File: config.mk
export PLATFORM = sky130hd
export DESIGN_NAME = arcade_io_credit_controller
export DESIGN_NICKNAME = d
export VERILOG_FILES = /design/src/sv/aicc_pkg.sv /design/src/sv/aicc_in_stage.sv /design/src/sv/aicc_core.sv /design/src/sv/arcade_io_credit_controller.sv
export SDC_FILE = /design/constraint.sdc
export NUM_CORES = 1
export LEC_CHECK = 0
export BUFFER_PORTS_ARGS = -buffer_cell sky130_fd_sc_hd__buf_2
export CAP_MARGIN = 20
export CELL_PAD_IN_SITES_DETAIL_PLACEMENT = 1
export CELL_PAD_IN_SITES_GLOBAL_PLACEMENT = 1
export CORE_MARGIN = 2
export CORE_UTILIZATION = 30
export CTS_BUF_LIST = sky130_fd_sc_hd__clkbuf_8
export DETAILED_ROUTE_END_ITERATION = 8
export GPL_TIMING_DRIVEN = 0
export PLACE_DENSITY_LB_ADDON = 0.1
export SLEW_MARGIN = 10
export SYNTH_ARGS = -nofsm -noshare
export SYNTH_HDL_FRONTEND = slang
export SYNTH_HIERARCHICAL = 1
export SYNTH_SLANG_ARGS = --single-unit
File: constraint.sdc
create_clock -name aclk -period 7 [get_ports aclk]
set_input_delay 1.4 -clock aclk [delete_from_list [all_inputs] [get_ports aclk]]
set_output_delay 1.4 -clock aclk [all_outputs]
set_load 0.05 [all_outputs]
File: src/sv/aicc_pkg.sv
// Package: command codes, payload structs and fixed constants for the credit controller.
`timescale 1ns / 1ps

package aicc_pkg;

    localparam int CreditWidth = 7;

    typedef enum logic [7:0] {
        CMD_NOP      = 8'h10,
        CMD_POLL     = 8'h71,
        CMD_SWITCH   = 8'ha1,
        CMD_CLEAR    = 8'hb1,
        CMD_CREDIT_A = 8'hc1,
        CMD_DIPS     = 8'hd2,
        CMD_CREDIT_B = 8'he1
    } aicc_cmd_t;

    localparam logic [1:0] BYTES_NONE = 2'd0;
    localparam logic [1:0] BYTES_DIPS = 2'd2;
    localparam logic [1:0] BYTES_FULL = 2'd3;

    localparam logic [7:0] SWITCH_MODE_REPLY = 8'h80;
    localparam logic [7:0] POLL_TAIL         = 8'hff;

    typedef struct packed {
        logic [7:0] cmd;
        logic       coin_pressed;
        logic       start_one_pressed;
        logic       start_two_pressed;
        logic [7:0] control_port;
        logic [7:0] dip_a;
        logic [7:0] dip_b;
    } aicc_in_t;

    typedef struct packed {
        logic [1:0] bytes_written;
        logic [7:0] reply_first;
        logic [7:0] reply_second;
        logic [7:0] reply_third;
        logic       unknown_command;
    } aicc_out_t;

endpackage

File: src/sv/aicc_in_stage.sv
// Input register stage: captures one command transaction and holds it for the core.
`timescale 1ns / 1ps

module aicc_in_stage (
    input  logic             aclk,
    input  logic             aresetn,
    input  logic             s_valid,
    output logic             s_ready,
    input  aicc_pkg::aicc_in_t s_data,
    output logic             q_valid,
    input  logic             q_ready,
    output aicc_pkg::aicc_in_t q_data
);
    import aicc_pkg::*;

    logic     valid_reg;
    logic     valid_next;
    aicc_in_t data_reg;

    assign s_ready = !valid_reg || q_ready;

    always_comb begin
        valid_next = valid_reg;
        if (s_ready) begin
            valid_next = s_valid;
        end
    end

    always_ff @(posedge aclk) begin
        if (!aresetn) begin
            valid_reg <= 1'b0;
        end else begin
            valid_reg <= valid_next;
        end
    end

    always_ff @(posedge aclk) begin
        if (s_ready && s_valid) begin
            data_reg <= s_data;
        end
    end

    assign q_valid = valid_reg;
    assign q_data  = data_reg;

endmodule

File: src/sv/aicc_core.sv
// Command decode, credit counter, edge memories and the result register.
`timescale 1ns / 1ps

module aicc_core #(
    parameter int MAX_CREDITS = 99
) (
    input  logic               aclk,
    input  logic               aresetn,
    input  logic               in_valid,
    output logic               in_ready,
    input  aicc_pkg::aicc_in_t in_data,
    output logic               m_valid,
    input  logic               m_ready,
    output aicc_pkg::aicc_out_t m_data
);
    import aicc_pkg::*;

    localparam logic [CreditWidth-1:0] MaxCredit = CreditWidth'(MAX_CREDITS);

    logic [CreditWidth-1:0] credit_reg, credit_next;
    logic                   switch_mode_reg, switch_mode_next;
    logic                   coin_held_reg, coin_held_next;
    logic                   start_one_held_reg, start_one_held_next;
    logic                   start_two_held_reg, start_two_held_next;
    logic                   fire_held_reg, fire_held_next;
    logic                   valid_reg, valid_next;
    aicc_out_t              result_reg, result_next;

    logic                   take;
    logic [CreditWidth-1:0] after_coin, after_one, after_two;
    logic                   fire_pressed;
    logic [7:0]             shaped;
    logic [3:0]             dir_code;
    logic [14:0]            tens_prod;
    logic [3:0]             tens;
    logic [3:0]             ones;
    logic [7:0]             bcd;

    assign in_ready = !valid_reg || m_ready;
    assign take     = in_valid && in_ready;

    // credit arithmetic in poll order: coin, start one, start two
    always_comb begin
        after_coin = credit_reg;
        if (in_data.coin_pressed && !coin_held_reg && credit_reg < MaxCredit) begin
            after_coin = credit_reg + CreditWidth'(1);
        end
        after_one = after_coin;
        if (in_data.start_one_pressed && !start_one_held_reg &&
            after_coin >= CreditWidth'(1)) begin
            after_one = after_coin - CreditWidth'(1);
        end
        after_two = after_one;
        if (in_data.start_two_pressed && !start_two_held_reg &&
            after_one >= CreditWidth'(2)) begin
            after_two = after_one - CreditWidth'(2);
        end
    end

    // tens = floor(n * 205 / 2048), exact for n below 180
    assign tens_prod = {8'd0, after_two} * 15'd205;
    assign tens      = tens_prod[14:11];
    assign ones      = 4'(after_two - CreditWidth'(tens) * CreditWidth'(10));
    assign bcd       = {tens, ones};

    always_comb begin
        fire_pressed = !in_data.control_port[5];
        shaped       = in_data.control_port;
        if (fire_pressed && !fire_held_reg) begin
            shaped[4] = 1'b0;
        end
        if (!shaped[0]) begin
            dir_code = 4'd0;
        end else if (!shaped[1]) begin
            dir_code = 4'd2;
        end else if (!shaped[2]) begin
            dir_code = 4'd4;
        end else if (!shaped[3]) begin
            dir_code = 4'd6;
        end else begin
            dir_code = 4'd8;
        end
        shaped[3:0] = dir_code;
    end

    always_comb begin
        credit_next         = credit_reg;
        switch_mode_next    = switch_mode_reg;
        coin_held_next      = coin_held_reg;
        start_one_held_next = start_one_held_reg;
        start_two_held_next = start_two_held_reg;
        fire_held_next      = fire_held_reg;
        valid_next          = valid_reg;
        result_next         = result_reg;
        if (in_ready) begin
            valid_next = in_valid;
        end
        if (take) begin
            result_next = '0;
            unique case (in_data.cmd) inside
                CMD_NOP: begin
                end
                CMD_POLL: begin
                    credit_next                = after_two;
                    coin_held_next             = in_data.coin_pressed;
                    start_one_held_next        = in_data.start_one_pressed;
                    start_two_held_next        = in_data.start_two_pressed;
                    fire_held_next             = fire_pressed;
                    result_next.bytes_written  = BYTES_FULL;
                    result_next.reply_first    = switch_mode_reg ? SWITCH_MODE_REPLY : bcd;
                    result_next.reply_second   = shaped;
                    result_next.reply_third    = POLL_TAIL;
                end
                CMD_CLEAR: begin
                    credit_next               = '0;
                    result_next.bytes_written = BYTES_FULL;
                end
                CMD_SWITCH: begin
                    switch_mode_next = 1'b1;
                end
                CMD_CREDIT_A, CMD_CREDIT_B: begin
                    switch_mode_next = 1'b0;
                end
                CMD_DIPS: begin
                    result_next.bytes_written = BYTES_DIPS;
                    result_next.reply_first   = in_data.dip_a;
                    result_next.reply_second  = in_data.dip_b;
                end
                default: begin
                    result_next.unknown_command = 1'b1;
                end
            endcase
        end
    end

    always_ff @(posedge aclk) begin
        if (!aresetn) begin
            credit_reg         <= '0;
            switch_mode_reg    <= 1'b0;
            coin_held_reg      <= 1'b0;
            start_one_held_reg <= 1'b0;
            start_two_held_reg <= 1'b0;
            fire_held_reg      <= 1'b0;
            valid_reg          <= 1'b0;
        end else begin
            credit_reg         <= credit_next;
            switch_mode_reg    <= switch_mode_next;
            coin_held_reg      <= coin_held_next;
            start_one_held_reg <= start_one_held_next;
            start_two_held_reg <= start_two_held_next;
            fire_held_reg      <= fire_held_next;
            valid_reg          <= valid_next;
        end
    end

    always_ff @(posedge aclk) begin
        result_reg <= result_next;
    end

    assign m_valid = valid_reg;
    assign m_data  = result_reg;

endmodule

File: src/sv/arcade_io_credit_controller.sv
// Top level of the command-driven input controller with coin credit counter.
// Usage:
//   s_valid/s_ready/s_data carry one command transaction: the command byte
//   together with the coin, start and control levels and both DIP banks.
//   m_valid/m_ready/m_data return exactly one result transaction per command:
//   byte count, three reply bytes and an unknown-command flag.
// Path: an accepted command passes the input register, then the result register,
//   before it is presented on m_data.
// Throughput: one command per cycle while m_ready is high; the decode and credit
//   update between the two registers are combinational.
// Reset (aresetn low, synchronous): credits zero, credit mode, all edge
//   memories cleared, both stages empty.
// Stall: while m_ready is low the result holds; an empty input register still
//   takes one more command, after which s_ready drops until m_ready returns.
// MAX_CREDITS sets the coin ceiling (2 to 99).
`timescale 1ns / 1ps

module arcade_io_credit_controller #(
    parameter int MAX_CREDITS = 99
) (
    input  logic                aclk,
    input  logic                aresetn,
    input  logic                s_valid,
    output logic                s_ready,
    input  aicc_pkg::aicc_in_t  s_data,
    output logic                m_valid,
    input  logic                m_ready,
    output aicc_pkg::aicc_out_t m_data
);
    import aicc_pkg::*;

    logic     q_valid;
    logic     q_ready;
    aicc_in_t q_data;

    aicc_in_stage u_in_stage (
        .aclk    (aclk),
        .aresetn (aresetn),
        .s_valid (s_valid),
        .s_ready (s_ready),
        .s_data  (s_data),
        .q_valid (q_valid),
        .q_ready (q_ready),
        .q_data  (q_data)
    );

    aicc_core #(
        .MAX_CREDITS (MAX_CREDITS)
    ) u_core (
        .aclk     (aclk),
        .aresetn  (aresetn),
        .in_valid (q_valid),
        .in_ready (q_ready),
        .in_data  (q_data),
        .m_valid  (m_valid),
        .m_ready  (m_ready),
        .m_data   (m_data)
    );

endmodule
==> reports/metrics.yaml <==
status: "complete, but fails checks"
violations: "setup timing"
antenna_found_initial: 0
worst_pin_slew_ns: 0.888
crit_fanout: 7
rr_startpoint: "u_in_stage/q_data[26]"
cap_violations: 0
portBuffers: 67
first_global_vias: 3375
avgSynthCellArea_um2: 11.4
worstSetupEndpoint: "u_core/m_data[20]"
final.min_clock_period_ns: 7.33
critPathLaunchType: "register"
drt-total-wl_um: 10400
overflow: 0
synth_area_leader_cell: "edfxtp_1"
crit_arrival_ns: 7.44
initial_core_util_pct: 30.7
ant_nets: 0
routedWlPerCell_um: 15.8
viasPerCell: 4.81
dr_total_vias: 3179
clk_path_buf_depth: 2
area_growth_pct: 28.3
drc: 0
hold_viol_final: 0
r2r_setup_slack_ns: -0.33
whs_path_depth: 1
rsz0062_at_grt: "true"
grt_max_degree: 36
slew_viol_final: 0
synth_common_cells: "55 x edfxtp_1, 33 x ha_1, 29 x inv_1"
grt_pass1_wl_um: 16900
synth_flop_cell: "edfxtp_1"
path_common_cell: "ha_1"
setup_viol: 1
cp_data_required_time_ns: 7.10
fmax_ghz: 0.136
leakage_nw: 2.29
track_usage_pct: 14.6
ys_seq_elements: 69
cp.depth: 27
placed_cell_area_um2: 4910
fillers: 1539
rows: 43
drive_gt1_share_pct: 37.4
synth-seq-area-share_pct: 45.1
largest_reg_flops: 35
async_reset_ff_share_pct: 0
power-per-cell-area_nw_per_um2: 187
fin_nets: 557
max_stage_delay_ns: 0.47
synth_nets: 456
drt_iter0_drc: 104
dieArea_um2: 15300
clock_latency_ns: 0.34
synth_cell_types: 68
startpoint: "u_in_stage/q_data[26]"
path_buf_inv: 0
setup_slack_ns: -0.333
cts_buffers: 9
ctsHtreeMaxLevel: 3
critical_path_class: "register to register"
synth_most_common_cell: "edfxtp_1"
peakVddDrop_mv: 0.138
ios: 68
hold_path_class: "register to register"
hold_ws_ns: 0.509
dieHeight_um: 124
postLayoutCellArea_um2: 5500
synth_edf_count: 55
hpwl_um: 7920
place_congestion: 0.755
clk_pin_slew_ns: 0.08
cts_sinks: 69
root_buffer: "clkbuf_8"
worst_setup_path_end_kind: "register"
core_area_um2: 13900
cp_top_family: "adder cells"
worst_path_max_delay_cell: "fa_1"
synth_area_um2: 4280
reg2reg_to: "u_core/m_data[20]"
diodes: 0
die_x_um: 124
first_pass_iters: 4
skew_ns: 0.0105
cts_tree: "yes"
maxSlewHeadroom_pct: 40.8
synth_cells: 375
synth_top_area_share_pct: 38.6
synth_warnings: 6
reg2reg_depth: 27
synth_area_leaders: "edfxtp_1 39%, ha_1 9.6%, dfxtp_1 6.5%"
post-route-period-util_pct: 105
[area by class of cell]
| class | instances | area (um2) | area share, % |
|---|---|---|---|
| Multi-Input combinational cell | 258 | 2410 | 43.9 |
| Sequential cell | 69 | 1940 | 35.2 |
| Timing Repair Buffer | 90 | 512 | 9.31 |
| Tap cell | 180 | 225 | 4.10 |
| Clock buffer | 9 | 124 | 2.25 |
| Buffer | 18 | 118 | 2.14 |
| Inverter | 30 | 113 | 2.05 |
| Clock inverter | 7 | 57.6 | 1.05 |
[metrics by stage]
step                instances  worst slack [ns]  TNS [ns]  utilization, %  power, mW
floorplan                 375            -0.238    -0.238               -      0.636
finish                    661            -0.333    -0.333            39.5       1.03
global route              661            -0.653    -0.981            39.5       1.09
CTS                       656            -0.274    -0.274            38.7       1.03
global placement          622             -1.08     -3.36            35.2      0.691
detailed placement        622             -1.14     -3.80            35.2      0.697
[cells by family after synthesis]
family | after synthesis | synth area share [%]
xor gates and xnor gates | 21 | 5.14
AOI/OAI and AO/OA | 75 | 13.3
adders and majority gates | 42 | 13.8
buffers and inverters | 48 | 5.23
DFF | 69 | 45.1
and+or+nand+nor | 110 | 14.5
muxes | 10 | 2.86
[report_power, final]
| part | internal, mW | switching, mW | leakage, nW | total (mW) |
|---|---|---|---|---|
| clock | 0.159 | 0.144 | 0.101 | 0.303 |
| combinational | 0.108 | 0.144 | 1.56 | 0.253 |
| sequential | 0.463 | 0.00832 | 0.631 | 0.471 |
[layout by cell type, fill, tap and decap left out, types with 5 or more instances in the layout]
cell       n
a21o_1     6
buf_2     68
nor2_1    16
dfxtp_1   10
xnor2_1    8
ha_1      27
nand2_1   24
xnor2_2    6
and2_1     6
fa_1       8
o21ai_0    9
clkbuf_8   9
nand3_1    5
inv_1     29
clkbuf_1   6
buf_4     29
a21oi_1    9
a22oi_1    7
a22o_1     7
nor2b_1   14
mux2i_1    5
nand4_1    5
edfxtp_1  55
[worst min-delay path by stage]
| stage | start | end | slack (ns) |
|---|---|---|---|
| after global placement | u_core/fire_held_reg | u_core/fire_held_reg | 0.48 |
| after floorplan | u_core/fire_held_reg | u_core/fire_held_reg | 0.47 |
| after detailed placement | u_core/fire_held_reg | u_core/fire_held_reg | 0.49 |
| after CTS | u_core/fire_held_reg | u_core/fire_held_reg | 0.51 |
| final | u_core/fire_held_reg | u_core/fire_held_reg | 0.51 |
| after global routing | u_core/fire_held_reg | u_core/fire_held_reg | 0.53 |
[timing repair]
item	in CTS	in global routing
gates resized for setup	26	19
setup buffers	18	5
hold buffers	0	0
pin swaps	22	12
endpoints found under the setup margin	7	6
gates cloned	0	0
[metal layers]
layer  GRT usage, %  part of all wire (%)  wire length, um  up-vias
li1               -                     -                -     1564
met1           18.2                    44             4560     1549
met2           25.0                    52             5390       53
met3           1.98                   2.7              285       13
met4           6.68                   1.9              202        0
met5              0                     0                0        -
Note: power is estimated with default switching activity, not from simulation.
